`src/hw/rtl/bcrm_pkg.sv`:
```
// Shared types, opcodes and constants for the byte code register machine.
`default_nettype none

package bcrm_pkg;

    localparam int DEF_PROGRAM_DEPTH = 256;
    localparam int DEF_REG_WIDTH     = 32;
    localparam int REG_COUNT         = 16;
    localparam int RIDX_W            = $clog2(REG_COUNT);
    localparam int PC_W              = 8;
    localparam int LEN_W             = 9;
    localparam int BYTE_W            = 8;
    localparam logic [LEN_W-1:0] LEN_MIN = LEN_W'(2);

    localparam logic KIND_WRITE = 1'b0;
    localparam logic KIND_STEP  = 1'b1;

    typedef enum logic [7:0] {
        OP_INC  = 8'h01,
        OP_DEC  = 8'h02,
        OP_MOV  = 8'h03,
        OP_LDI  = 8'h04,
        OP_SHL  = 8'h05,
        OP_SHR  = 8'h06,
        OP_JMP  = 8'h07,
        OP_JEND = 8'h0A,
        OP_HALT = 8'h0B,
        OP_ADD  = 8'h0C,
        OP_SUB  = 8'h0D,
        OP_XOR  = 8'h0E,
        OP_OR   = 8'h0F,
        OP_IN   = 8'h10,
        OP_OUT  = 8'h11
    } opcode_t;

    typedef struct packed {
        logic accept;
        logic red_start;
        logic fetch_op;
        logic fetch_arg;
        logic read_regs;
        logic exec;
        logic out_load;
    } ctrl_cmd_t;

    typedef struct packed {
        logic step_req;
        logic stopped;
        logic pc_ge_len;
        logic jump_taken;
        logic rem_done;
        logic out_busy;
    } dp_status_t;

endpackage

`default_nettype wire

```
`src/hw/rtl/bcrm_rem.sv`:
```
// Restoring remainder unit, one dividend bit per cycle, for pc wrap and jump targets.
`default_nettype none

module bcrm_rem
    import bcrm_pkg::*;
(
    input  wire logic             aclk,
    input  wire logic             aresetn,
    input  wire logic             start,
    input  wire logic [LEN_W-1:0] dividend,
    input  wire logic [LEN_W-1:0] divisor,
    output logic                  done,
    output logic [PC_W-1:0]       rem
);

    localparam int CNT_W = $clog2(LEN_W);
    localparam logic [CNT_W-1:0] CNT_LAST = CNT_W'(LEN_W - 1);

    logic             busy_reg;
    logic             done_reg;
    logic [CNT_W-1:0] cnt_reg;
    logic [LEN_W-1:0] div_reg;
    logic [PC_W-1:0]  rem_reg;
    logic [LEN_W-1:0] part;
    logic [LEN_W-1:0] diff;
    logic [PC_W-1:0]  rem_next;

    always_comb begin
        part     = {rem_reg, div_reg[LEN_W-1]};
        diff     = part - divisor;
        rem_next = (part >= divisor) ? diff[PC_W-1:0] : part[PC_W-1:0];
    end

    always_ff @(posedge aclk) begin
        if (!aresetn) begin
            busy_reg <= 1'b0;
            done_reg <= 1'b0;
            cnt_reg  <= '0;
        end else begin
            done_reg <= busy_reg && (cnt_reg == CNT_LAST);
            if (start) begin
                busy_reg <= 1'b1;
                cnt_reg  <= '0;
            end else if (busy_reg) begin
                cnt_reg <= cnt_reg + CNT_W'(1);
                if (cnt_reg == CNT_LAST) begin
                    busy_reg <= 1'b0;
                end
            end
        end
    end

    always_ff @(posedge aclk) begin
        if (start) begin
            div_reg <= dividend;
            rem_reg <= '0;
        end else if (busy_reg) begin
            div_reg <= {div_reg[LEN_W-2:0], 1'b0};
            rem_reg <= rem_next;
        end
    end

    assign done = done_reg;
    assign rem  = rem_reg;

endmodule

`default_nettype wire

```
`src/hw/rtl/bcrm_ctrl.sv`:
```
// Instruction sequencer state machine for the byte code register machine.
`default_nettype none

module bcrm_ctrl
    import bcrm_pkg::*;
(
    input  wire logic       aclk,
    input  wire logic       aresetn,
    input  wire logic       s_valid,
    output logic            s_ready,
    input  wire dp_status_t status,
    output ctrl_cmd_t       cmd
);

    typedef enum logic [7:0] {
        S_IDLE = 8'b0000_0001,
        S_RED  = 8'b0000_0010,
        S_FOP  = 8'b0000_0100,
        S_FARG = 8'b0000_1000,
        S_RREG = 8'b0001_0000,
        S_EXEC = 8'b0010_0000,
        S_JMP  = 8'b0100_0000,
        S_DONE = 8'b1000_0000
    } state_t;

    state_t state_reg;
    state_t state_next;
    logic   accept;

    assign s_ready = (state_reg == S_IDLE);
    assign accept  = s_ready && s_valid;

    always_comb begin
        cmd           = '0;
        cmd.accept    = accept;
        cmd.red_start = accept && status.step_req && !status.stopped && status.pc_ge_len;
        cmd.fetch_op  = (state_reg == S_FOP);
        cmd.fetch_arg = (state_reg == S_FARG);
        cmd.read_regs = (state_reg == S_RREG);
        cmd.exec      = (state_reg == S_EXEC);
        cmd.out_load  = (state_reg == S_DONE) && !status.out_busy;
    end

    always_comb begin
        state_next = state_reg;
        unique case (state_reg)
            S_IDLE: begin
                if (accept) begin
                    if (!status.step_req || status.stopped) begin
                        state_next = S_DONE;
                    end else if (status.pc_ge_len) begin
                        state_next = S_RED;
                    end else begin
                        state_next = S_FOP;
                    end
                end
            end
            S_RED: begin
                if (status.rem_done) begin
                    state_next = S_FOP;
                end
            end
            S_FOP:  state_next = S_FARG;
            S_FARG: state_next = S_RREG;
            S_RREG: state_next = S_EXEC;
            S_EXEC: begin
                state_next = status.jump_taken ? S_JMP : S_DONE;
            end
            S_JMP: begin
                if (status.rem_done) begin
                    state_next = S_DONE;
                end
            end
            S_DONE: begin
                if (!status.out_busy) begin
                    state_next = S_IDLE;
                end
            end
            default: state_next = S_IDLE;
        endcase
    end

    always_ff @(posedge aclk) begin
        if (!aresetn) begin
            state_reg <= S_IDLE;
        end else begin
            state_reg <= state_next;
        end
    end

`ifndef NO_ASSERTIONS
    a_red_waits: assert property (@(posedge aclk) disable iff (!aresetn)
        (state_reg == S_RED) && !status.rem_done |=> (state_reg == S_RED))
        else $error("pc reduction left before the remainder finished");
    a_exec_once: assert property (@(posedge aclk) disable iff (!aresetn)
        cmd.exec |=> !cmd.exec)
        else $error("instruction executed twice");
`endif

endmodule

`default_nettype wire

```
`src/hw/rtl/bcrm_dp.sv`:
```
// Datapath: program memory, register file, pc, execute logic and result register.
`default_nettype none

module bcrm_dp
    import bcrm_pkg::*;
#(
    parameter int PROGRAM_DEPTH = DEF_PROGRAM_DEPTH,
    parameter int REG_WIDTH     = DEF_REG_WIDTH
) (
    input  wire logic              aclk,
    input  wire logic              aresetn,
    input  wire logic              cfg_wr_en,
    input  wire logic [LEN_W-1:0]  cfg_wr_data,
    input  wire logic              s_kind,
    input  wire logic [BYTE_W-1:0] s_address,
    input  wire logic [BYTE_W-1:0] s_value,
    input  wire logic [BYTE_W-1:0] s_in_byte,
    input  wire logic              s_in_end,
    output logic                   m_valid,
    input  wire logic              m_ready,
    output logic                   m_out_valid,
    output logic [BYTE_W-1:0]      m_out_byte,
    output logic                   m_took_input,
    output logic                   m_halted,
    output logic [PC_W-1:0]        m_next_pc,
    input  wire ctrl_cmd_t         cmd,
    output dp_status_t             status
);

    localparam int AW = $clog2(PROGRAM_DEPTH);
    localparam logic [LEN_W-1:0] LEN_MAX = LEN_W'(PROGRAM_DEPTH);

    logic [BYTE_W-1:0]    prog_mem [PROGRAM_DEPTH];
    logic [REG_WIDTH-1:0] rf_mem   [REG_COUNT];
    logic [REG_COUNT-1:0] rf_valid_reg;

    logic [LEN_W-1:0]     len_reg;
    logic [PC_W-1:0]      pc_reg;
    logic                 stopped_reg;
    logic                 ended_reg;
    logic [BYTE_W-1:0]    mem_rdata_reg;
    logic [BYTE_W-1:0]    op_reg;
    logic [BYTE_W-1:0]    arg_reg;
    logic [REG_WIDTH-1:0] x_reg;
    logic [REG_WIDTH-1:0] y_reg;
    logic [BYTE_W-1:0]    in_byte_reg;
    logic                 in_end_reg;

    logic                 res_outv_reg;
    logic [BYTE_W-1:0]    res_byte_reg;
    logic                 res_took_reg;

    logic                 m_valid_reg;
    logic                 m_out_valid_reg;
    logic [BYTE_W-1:0]    m_out_byte_reg;
    logic                 m_took_input_reg;
    logic                 m_halted_reg;
    logic [PC_W-1:0]      m_next_pc_reg;

    logic [LEN_W-1:0]     len_next;
    logic [LEN_W-1:0]     pc_inc1;
    logic [LEN_W-1:0]     pc_inc2;
    logic [LEN_W-1:0]     pc_wrap2;
    logic [PC_W-1:0]      pc1;
    logic [PC_W-1:0]      npc_seq;
    logic [PC_W-1:0]      rd_addr;
    logic [RIDX_W-1:0]    rd_x;
    logic [RIDX_W-1:0]    rd_y;
    logic [RIDX_W-1:0]    rx;
    logic                 jump_taken;

    logic                 rf_we;
    logic [RIDX_W-1:0]    rf_widx;
    logic [REG_WIDTH-1:0] rf_wdata;
    logic                 halt_set;
    logic                 ended_set;
    logic                 took;
    logic                 outv;

    logic                 rem_start;
    logic [LEN_W-1:0]     rem_dividend;
    logic                 rem_done;
    logic [PC_W-1:0]      rem_q;

    always_comb begin
        if (cfg_wr_data < LEN_MIN) begin
            len_next = LEN_MIN;
        end else if (cfg_wr_data > LEN_MAX) begin
            len_next = LEN_MAX;
        end else begin
            len_next = cfg_wr_data;
        end
    end

    always_comb begin
        pc_inc1  = {1'b0, pc_reg} + LEN_W'(1);
        pc_inc2  = {1'b0, pc_reg} + LEN_W'(2);
        pc_wrap2 = pc_inc2 - len_reg;
        pc1      = (pc_inc1 == len_reg) ? '0 : pc_inc1[PC_W-1:0];
        npc_seq  = (pc_inc2 >= len_reg) ? pc_wrap2[PC_W-1:0] : pc_inc2[PC_W-1:0];
        rd_addr  = cmd.fetch_arg ? pc1 : pc_reg;
        rd_x     = mem_rdata_reg[RIDX_W-1:0];
        rd_y     = mem_rdata_reg[BYTE_W-1:RIDX_W];
        rx       = arg_reg[RIDX_W-1:0];
        jump_taken = (op_reg == OP_JMP) || ((op_reg == OP_JEND) && ended_reg);
    end

    always_comb begin
        rf_we     = 1'b0;
        rf_widx   = rx;
        rf_wdata  = x_reg;
        halt_set  = 1'b0;
        ended_set = 1'b0;
        took      = 1'b0;
        outv      = 1'b0;
        unique case (op_reg)
            OP_INC: begin
                rf_we    = 1'b1;
                rf_wdata = x_reg + REG_WIDTH'(1);
            end
            OP_DEC: begin
                rf_we    = 1'b1;
                rf_wdata = x_reg - REG_WIDTH'(1);
            end
            OP_MOV: begin
                rf_we    = 1'b1;
                rf_wdata = y_reg;
            end
            OP_LDI: begin
                rf_we    = 1'b1;
                rf_widx  = '0;
                rf_wdata = REG_WIDTH'(arg_reg);
            end
            OP_SHL: begin
                rf_we    = 1'b1;
                rf_wdata = {x_reg[REG_WIDTH-2:0], 1'b0};
            end
            OP_SHR: begin
                rf_we    = 1'b1;
                rf_wdata = {x_reg[REG_WIDTH-1], x_reg[REG_WIDTH-1:1]};
            end
            OP_HALT: halt_set = 1'b1;
            OP_ADD: begin
                rf_we    = 1'b1;
                rf_wdata = x_reg + y_reg;
            end
            OP_SUB: begin
                rf_we    = 1'b1;
                rf_wdata = x_reg - y_reg;
            end
            OP_XOR: begin
                rf_we    = 1'b1;
                rf_wdata = x_reg ^ y_reg;
            end
            OP_OR: begin
                rf_we    = 1'b1;
                rf_wdata = x_reg | y_reg;
            end
            OP_IN: begin
                if (in_end_reg) begin
                    ended_set = 1'b1;
                end else begin
                    rf_we    = 1'b1;
                    rf_wdata = REG_WIDTH'(in_byte_reg);
                    took     = 1'b1;
                end
            end
            OP_OUT: outv = 1'b1;
            default: ;
        endcase
    end

    assign rem_start    = cmd.red_start || (cmd.exec && jump_taken);
    assign rem_dividend = cmd.red_start ? {1'b0, pc_reg}
                                        : ({1'b0, pc_reg} + {1'b0, arg_reg});

    bcrm_rem u_rem (
        .aclk     (aclk),
        .aresetn  (aresetn),
        .start    (rem_start),
        .dividend (rem_dividend),
        .divisor  (len_reg),
        .done     (rem_done),
        .rem      (rem_q)
    );

    always_ff @(posedge aclk) begin
        if (cmd.accept && (s_kind == KIND_WRITE) && ({1'b0, s_address} < LEN_MAX)) begin
            prog_mem[s_address[AW-1:0]] <= s_value;
        end
        if (cmd.fetch_op || cmd.fetch_arg) begin
            mem_rdata_reg <= prog_mem[rd_addr[AW-1:0]];
        end
    end

    always_ff @(posedge aclk) begin
        if (cmd.exec && rf_we) begin
            rf_mem[rf_widx] <= rf_wdata;
        end
        if (cmd.read_regs) begin
            x_reg <= rf_valid_reg[rd_x] ? rf_mem[rd_x] : '0;
            y_reg <= rf_valid_reg[rd_y] ? rf_mem[rd_y] : '0;
        end
    end

    always_ff @(posedge aclk) begin
        if (cmd.accept) begin
            in_byte_reg <= s_in_byte;
            in_end_reg  <= s_in_end;
        end
        if (cmd.fetch_arg) begin
            op_reg <= mem_rdata_reg;
        end
        if (cmd.read_regs) begin
            arg_reg <= mem_rdata_reg;
        end
        if (cmd.out_load) begin
            m_out_valid_reg  <= res_outv_reg;
            m_out_byte_reg   <= res_byte_reg;
            m_took_input_reg <= res_took_reg;
            m_halted_reg     <= stopped_reg;
            m_next_pc_reg    <= pc_reg;
        end
    end

    always_ff @(posedge aclk) begin
        if (!aresetn) begin
            len_reg      <= LEN_MAX;
            pc_reg       <= '0;
            stopped_reg  <= 1'b0;
            ended_reg    <= 1'b0;
            rf_valid_reg <= '0;
            res_outv_reg <= 1'b0;
            res_byte_reg <= '0;
            res_took_reg <= 1'b0;
            m_valid_reg  <= 1'b0;
        end else begin
            if (cfg_wr_en) begin
                len_reg <= len_next;
            end
            if (cmd.accept) begin
                res_outv_reg <= 1'b0;
                res_byte_reg <= '0;
                res_took_reg <= 1'b0;
            end
            if (rem_done) begin
                pc_reg <= rem_q;
            end
            if (cmd.exec) begin
                res_outv_reg <= outv;
                res_byte_reg <= outv ? x_reg[BYTE_W-1:0] : '0;
                res_took_reg <= took;
                if (rf_we) begin
                    rf_valid_reg[rf_widx] <= 1'b1;
                end
                if (halt_set) begin
                    stopped_reg <= 1'b1;
                end
                if (ended_set) begin
                    ended_reg <= 1'b1;
                end
                if (!jump_taken && !halt_set) begin
                    pc_reg <= npc_seq;
                end
            end
            if (cmd.out_load) begin
                m_valid_reg <= 1'b1;
            end else if (m_ready) begin
                m_valid_reg <= 1'b0;
            end
        end
    end

    always_comb begin
        status            = '0;
        status.step_req   = (s_kind == KIND_STEP);
        status.stopped    = stopped_reg;
        status.pc_ge_len  = ({1'b0, pc_reg} >= len_reg);
        status.jump_taken = jump_taken;
        status.rem_done   = rem_done;
        status.out_busy   = m_valid_reg && !m_ready;
    end

    assign m_valid      = m_valid_reg;
    assign m_out_valid  = m_out_valid_reg;
    assign m_out_byte   = m_out_byte_reg;
    assign m_took_input = m_took_input_reg;
    assign m_halted     = m_halted_reg;
    assign m_next_pc    = m_next_pc_reg;

`ifndef NO_ASSERTIONS
    a_fetch_in_range: assert property (@(posedge aclk) disable iff (!aresetn)
        cmd.fetch_op |-> ({1'b0, pc_reg} < len_reg))
        else $error("opcode fetch with pc outside program length");
    a_rem_wraps: assert property (@(posedge aclk) disable iff (!aresetn)
        rem_done |=> ({1'b0, pc_reg} < len_reg))
        else $error("wrapped pc not below program length");
    a_stop_sticks: assert property (@(posedge aclk) disable iff (!aresetn)
        stopped_reg |=> stopped_reg)
        else $error("halt state cleared without reset");
    a_no_overwrite: assert property (@(posedge aclk) disable iff (!aresetn)
        cmd.out_load |-> !(m_valid_reg && !m_ready))
        else $error("result register loaded while a transaction is pending");
`endif

endmodule

`default_nettype wire

```
`src/hw/rtl/byte_code_register_machine.sv`:
```
// Top level of the byte code register machine: sequencer plus datapath.
//
// Input channel (s_valid/s_ready): each transaction is either a program byte
// write (s_kind = 0, s_value stored at s_address) or one instruction step
// (s_kind = 1, s_in_byte/s_in_end offered to a read instruction).
// Result channel (m_valid/m_ready): exactly one result per input transaction,
// in order, carrying output byte, input-taken flag, halt state and next pc.
// cfg_wr_en/cfg_wr_data set the program length, saturated into 2..depth.
// A program write or a step while halted goes from accept straight to the
// result load. A step runs opcode read, operand read, register file read,
// execute and result load. A taken jump adds a pass through the serial
// remainder unit that wraps the target modulo the length; a step whose pc lies
// beyond a newly shortened length adds another pass for the same wrap.
// The block takes one transaction at a time; s_ready is high only between items.
// A finished result sits in the output register while the next item runs; if
// the receiver stalls, the block holds the following result until it is free.
// Reset clears registers, pc, halt and end-of-input state and sets the length
// to the full depth; the program memory holds no reset value.
`default_nettype none

module byte_code_register_machine
    import bcrm_pkg::*;
#(
    parameter int PROGRAM_DEPTH = DEF_PROGRAM_DEPTH,
    parameter int REG_WIDTH     = DEF_REG_WIDTH
) (
    input  wire logic              aclk,
    input  wire logic              aresetn,
    input  wire logic              cfg_wr_en,
    input  wire logic [LEN_W-1:0]  cfg_wr_data,
    input  wire logic              s_valid,
    output logic                   s_ready,
    input  wire logic              s_kind,
    input  wire logic [BYTE_W-1:0] s_address,
    input  wire logic [BYTE_W-1:0] s_value,
    input  wire logic [BYTE_W-1:0] s_in_byte,
    input  wire logic              s_in_end,
    output logic                   m_valid,
    input  wire logic              m_ready,
    output logic                   m_out_valid,
    output logic [BYTE_W-1:0]      m_out_byte,
    output logic                   m_took_input,
    output logic                   m_halted,
    output logic [PC_W-1:0]        m_next_pc
);

    ctrl_cmd_t  cmd;
    dp_status_t status;

    bcrm_ctrl u_ctrl (
        .aclk    (aclk),
        .aresetn (aresetn),
        .s_valid (s_valid),
        .s_ready (s_ready),
        .status  (status),
        .cmd     (cmd)
    );

    bcrm_dp #(
        .PROGRAM_DEPTH (PROGRAM_DEPTH),
        .REG_WIDTH     (REG_WIDTH)
    ) u_dp (
        .aclk         (aclk),
        .aresetn      (aresetn),
        .cfg_wr_en    (cfg_wr_en),
        .cfg_wr_data  (cfg_wr_data),
        .s_kind       (s_kind),
        .s_address    (s_address),
        .s_value      (s_value),
        .s_in_byte    (s_in_byte),
        .s_in_end     (s_in_end),
        .m_valid      (m_valid),
        .m_ready      (m_ready),
        .m_out_valid  (m_out_valid),
        .m_out_byte   (m_out_byte),
        .m_took_input (m_took_input),
        .m_halted     (m_halted),
        .m_next_pc    (m_next_pc),
        .cmd          (cmd),
        .status       (status)
    );

endmodule

`default_nettype wire
```
`config.mk`:
```
export PLATFORM = sky130hd
export DESIGN_NAME = byte_code_register_machine
export DESIGN_NICKNAME = d
export VERILOG_FILES = /design/src/hw/rtl/bcrm_pkg.sv /design/src/hw/rtl/bcrm_rem.sv /design/src/hw/rtl/bcrm_ctrl.sv /design/src/hw/rtl/bcrm_dp.sv /design/src/hw/rtl/byte_code_register_machine.sv
export SDC_FILE = /design/constraint.sdc
export NUM_CORES = 2
export LEC_CHECK = 0
export ABC_AREA = 0
export BUFFER_PORTS_ARGS = -buffer_cell sky130_fd_sc_hd__buf_2
export CAP_MARGIN = 20
export CORE_MARGIN = 1
export CORE_UTILIZATION = 40
export CTS_CLUSTER_DIAMETER = 50
export CTS_CLUSTER_SIZE = 12
export DETAILED_ROUTE_END_ITERATION = 10
export MAX_ROUTING_LAYER = met4
export PLACE_DENSITY = 0.52
export SYNTH_ARGS = -nofsm -noshare
export SYNTH_HDL_FRONTEND = slang
export SYNTH_SLANG_ARGS = --single-unit
```
`constraint.sdc`:
```
create_clock -name aclk -period 9.4 [get_ports aclk]
set_input_delay 0.47 -clock aclk [delete_from_list [all_inputs] [get_ports aclk]]
set_output_delay 0.47 -clock aclk [all_outputs]
set_load 0.05 [all_outputs]
```
==> flow_summary_export.csv <==
group,metric,value,unit
sta,setup-violations-final,0,
layout,drive_gt1_share,14.8,%
logic_synthesis,synth_xor_area_share,0.676,%
cts,clkTransAtPathRegs,0.06,ns
run,maxCapViolations,0,
cts,cts.sinks,2753,
power,p_leak,41.3,nW
setup_path,crit_path_end_kind,"register",
logic_synthesis,ys_ff_latch,2753,
floorplan,die_x,544,um
cts,cts_buffers,319,
sta,tightest_slew,1.30,ns
logic_synthesis,synth_compound_area_share,8.33,%
logic_synthesis,synth_fp_nets,7838,
logic_synthesis,synth_cells,7693,
layout,mostFrequentLayoutCell,"edfxtp_1",
floorplan,dieHeight,544,um
floorplan,initial_core_util,40.3,%
logic_synthesis,synthAdderAreaFrac,1.14,%
worst_hold_path,holdPathStages,1,
logic_synthesis,synth_async_sr_flop_share,0,%
logic_synthesis,synth_warnings,0,
global_routing,antenna_found_initial,13,
global_routing,first_global_vias,69932,
routing,drt_iter0_drc,8719,
sta,hold-worst-slack,0.0522,ns
worst_hold_path,worst_hold_path_type,"in -> reg",
global_routing,grt_start_max_net_pins,133,
layout,largest_reg_flops,2048,
layout,syn_to_final_growth,13.3,%
layout,fin_nets,7943,
placement,place_inst,11338,
sta,worst_slack,2.14,ns
placement,dpl.hpwl,213,mm
global_routing,grt_usage,24.3,%
logic_synthesis,synth_top_family_by_area,"multiplexers",
worst_hold_path,worstHoldStart,"s_value[1]",
logic_synthesis,synth_seq_area_share,69.8,%
placement,place.gp.congestion,0.888,
layout,final_area,133000,sq um
setup_path,required,10.02,ns
logic_synthesis,synth_ff_type,"edfxtp_1",
sta,rsz0062_at_grt,"false",
power,total_power,26.4,mW
floorplan,io-pin-count,61,
logic_synthesis,mappedNetlistArea,117000,sq um
floorplan,core,292000,sq um
cts,clockBufferDepth,4,
logic_synthesis,synth.area.mux_share,11.1,%
global_routing,overflow,0,
setup_path,critical_path_class,"reg -> reg",
cts,root_buffer,"clkbuf_16",
setup_path,crit-reg2reg-capture,"u_dp.mem_rdata_reg[5]",
placement,portBuffers,60,
layout,final_util,45.7,%
setup_path,rr_startpoint,"u_dp.pc_reg[2]",
setup_path,cp-start-kind,"register",
layout,layout_common_cells,"2685 x edfxtp_1, 632 x nand2_1, 532 x mux2i_1, 503 x nor2_1, 356 x o22ai_1",
floorplan,rows,198,
layout,fin_cells,11897,
routing,antenna_left,0,
placement,dp_slack,2.33,ns
setup_path,cp_max_fo,39,
global_routing,grt_pass1_wl,509,mm
sta,hold_violations,0,
power,vdd_drop_max,0.159,mV
cts,cts_tree,"yes",
logic_synthesis,ys_types,84,
sta,fin_skew,0.0620,ns
cts,insertion_delay,0.92,ns
setup_path,ff2ff_path_depth,15,
cts,htree_levels,5,
floorplan,die_area,296000,sq um
logic_synthesis,synth-simple-area-share,6.76,%
worst_hold_path,holdPathEnd,"u_dp.prog_mem[197][1]",
routing,routed_wl,355,mm
layout,nFillCells,25405,
sta,final.setup.tns,0,ns
placement,placed_cell_area,123000,sq um
sta,fmax,138,MHz
setup_path,cp.arrival,7.88,ns
routing,drt_first_pass_iters,8,
logic_synthesis,synth-edff-count,2685,
setup_path,reg2reg_slack,2.14,ns
logic_synthesis,syn_avg_cell_area,15.3,sq um
sta,max-slew-margin-rel,12.3,%
outcome,outcome,"finished, final reports clean",
sta,min_period,7.26,ns
routing,drc,0,
power,power_density,198,nW/um^2
routing,vias,71939,
sta,finalCritPeriodShare,77.2,%
routing,drt-wirelength-per-cell,29.9,um
routing,routed_via_density,6.05,
sta,finalMaxSlewViolations,0,
## cells by family after synthesis
| group | Yosys count |
|---|---|
| mux | 887 |
| flops | 2753 |
| fa+ha+maj | 105 |
| xor+xnor | 89 |
| compound gates | 1462 |
| buf+inv | 634 |
| simple gates | 1763 |
## layer usage
layer	track usage, %	vias to the layer above	wire length (um)
met5	-	-	0
met4	5.88	0	8750
met3	3.94	510	28100
met2	35.4	3109	158000
met1	35.6	37495	160000
li1	-	30825	-
## cells in the mapped netlist (111+ instances only)
cell type	n	share of area, %
a21oi_1	227	0.97
a31oi_1	135	0.72
buf_2	141	0.60
clkbuf_1	291	0.93
edfxtp_1	2685	69
inv_1	111	0.35
mux2i_1	532	4.5
mux4_2	328	6.3
nand2_1	645	2.1
nand3_1	149	0.63
nor2_1	522	1.7
o21ai_0	198	0.84
o221ai_1	155	1.2
o22ai_1	356	1.9
## area by class of cell
| class | count | area, sq um | area share [%] |
|---|---|---|---|
| Antenna cell | 12 | 30.0 | 0.0226 |
| Clock buffer | 357 | 8280 | 6.22 |
| Clock inverter | 151 | 1740 | 1.31 |
| Inverter | 116 | 438 | 0.329 |
| Multi-Input combinational cell | 4306 | 33300 | 25.0 |
| Sequential cell | 2753 | 82000 | 61.6 |
| Tap cell | 3900 | 4880 | 3.67 |
| Timing Repair Buffer | 302 | 2430 | 1.83 |
## timing repair
item | in CTS | in global routing
setup buffers | 0 | 0
hold endpoints to repair | 27 | 0
resized for setup | 0 | 0
hold buffers | 29 | 0
## worst max-delay path by stage
stage / start / to / slack [ns]
floorplan: u_ctrl.state_reg[5] / u_ctrl.state_reg[7] / 2.20
global placement: u_dp.pc_reg[1] / u_dp.mem_rdata_reg[5] / 2.42
detailed placement: u_dp.pc_reg[2] / u_dp.mem_rdata_reg[5] / 2.33
CTS: u_dp.pc_reg[2] / u_dp.mem_rdata_reg[5] / 2.32
global route: u_dp.pc_reg[2] / u_dp.mem_rdata_reg[5] / 1.96
finish: u_dp.pc_reg[2] / u_dp.mem_rdata_reg[5] / 2.14
## critical path, cell delays in order (launching register included)
cell and delay [ns]:
dfxtp_1 0.71, ha_1 0.44, nand3_1 0.24, or3_1 0.44, a2111o_1 0.49, or2_1 0.24
buf_4 0.25, o2111ai_1 0.55, a21o_4 0.64, buf_4 0.46, buf_4 0.32, o22ai_1 0.09
o21ai_0 0.81, o2111ai_1 0.24, nor4_1 0.88, nor4_1 0.13
## power breakdown
group          leakage, nW  switching (mW)  internal, mW
logic                 11.8           0.525         0.241
clock network         4.84            5.05          7.02
registers             24.7          0.0480          13.5
Note: power is estimated with default switching activity, not from simulation.
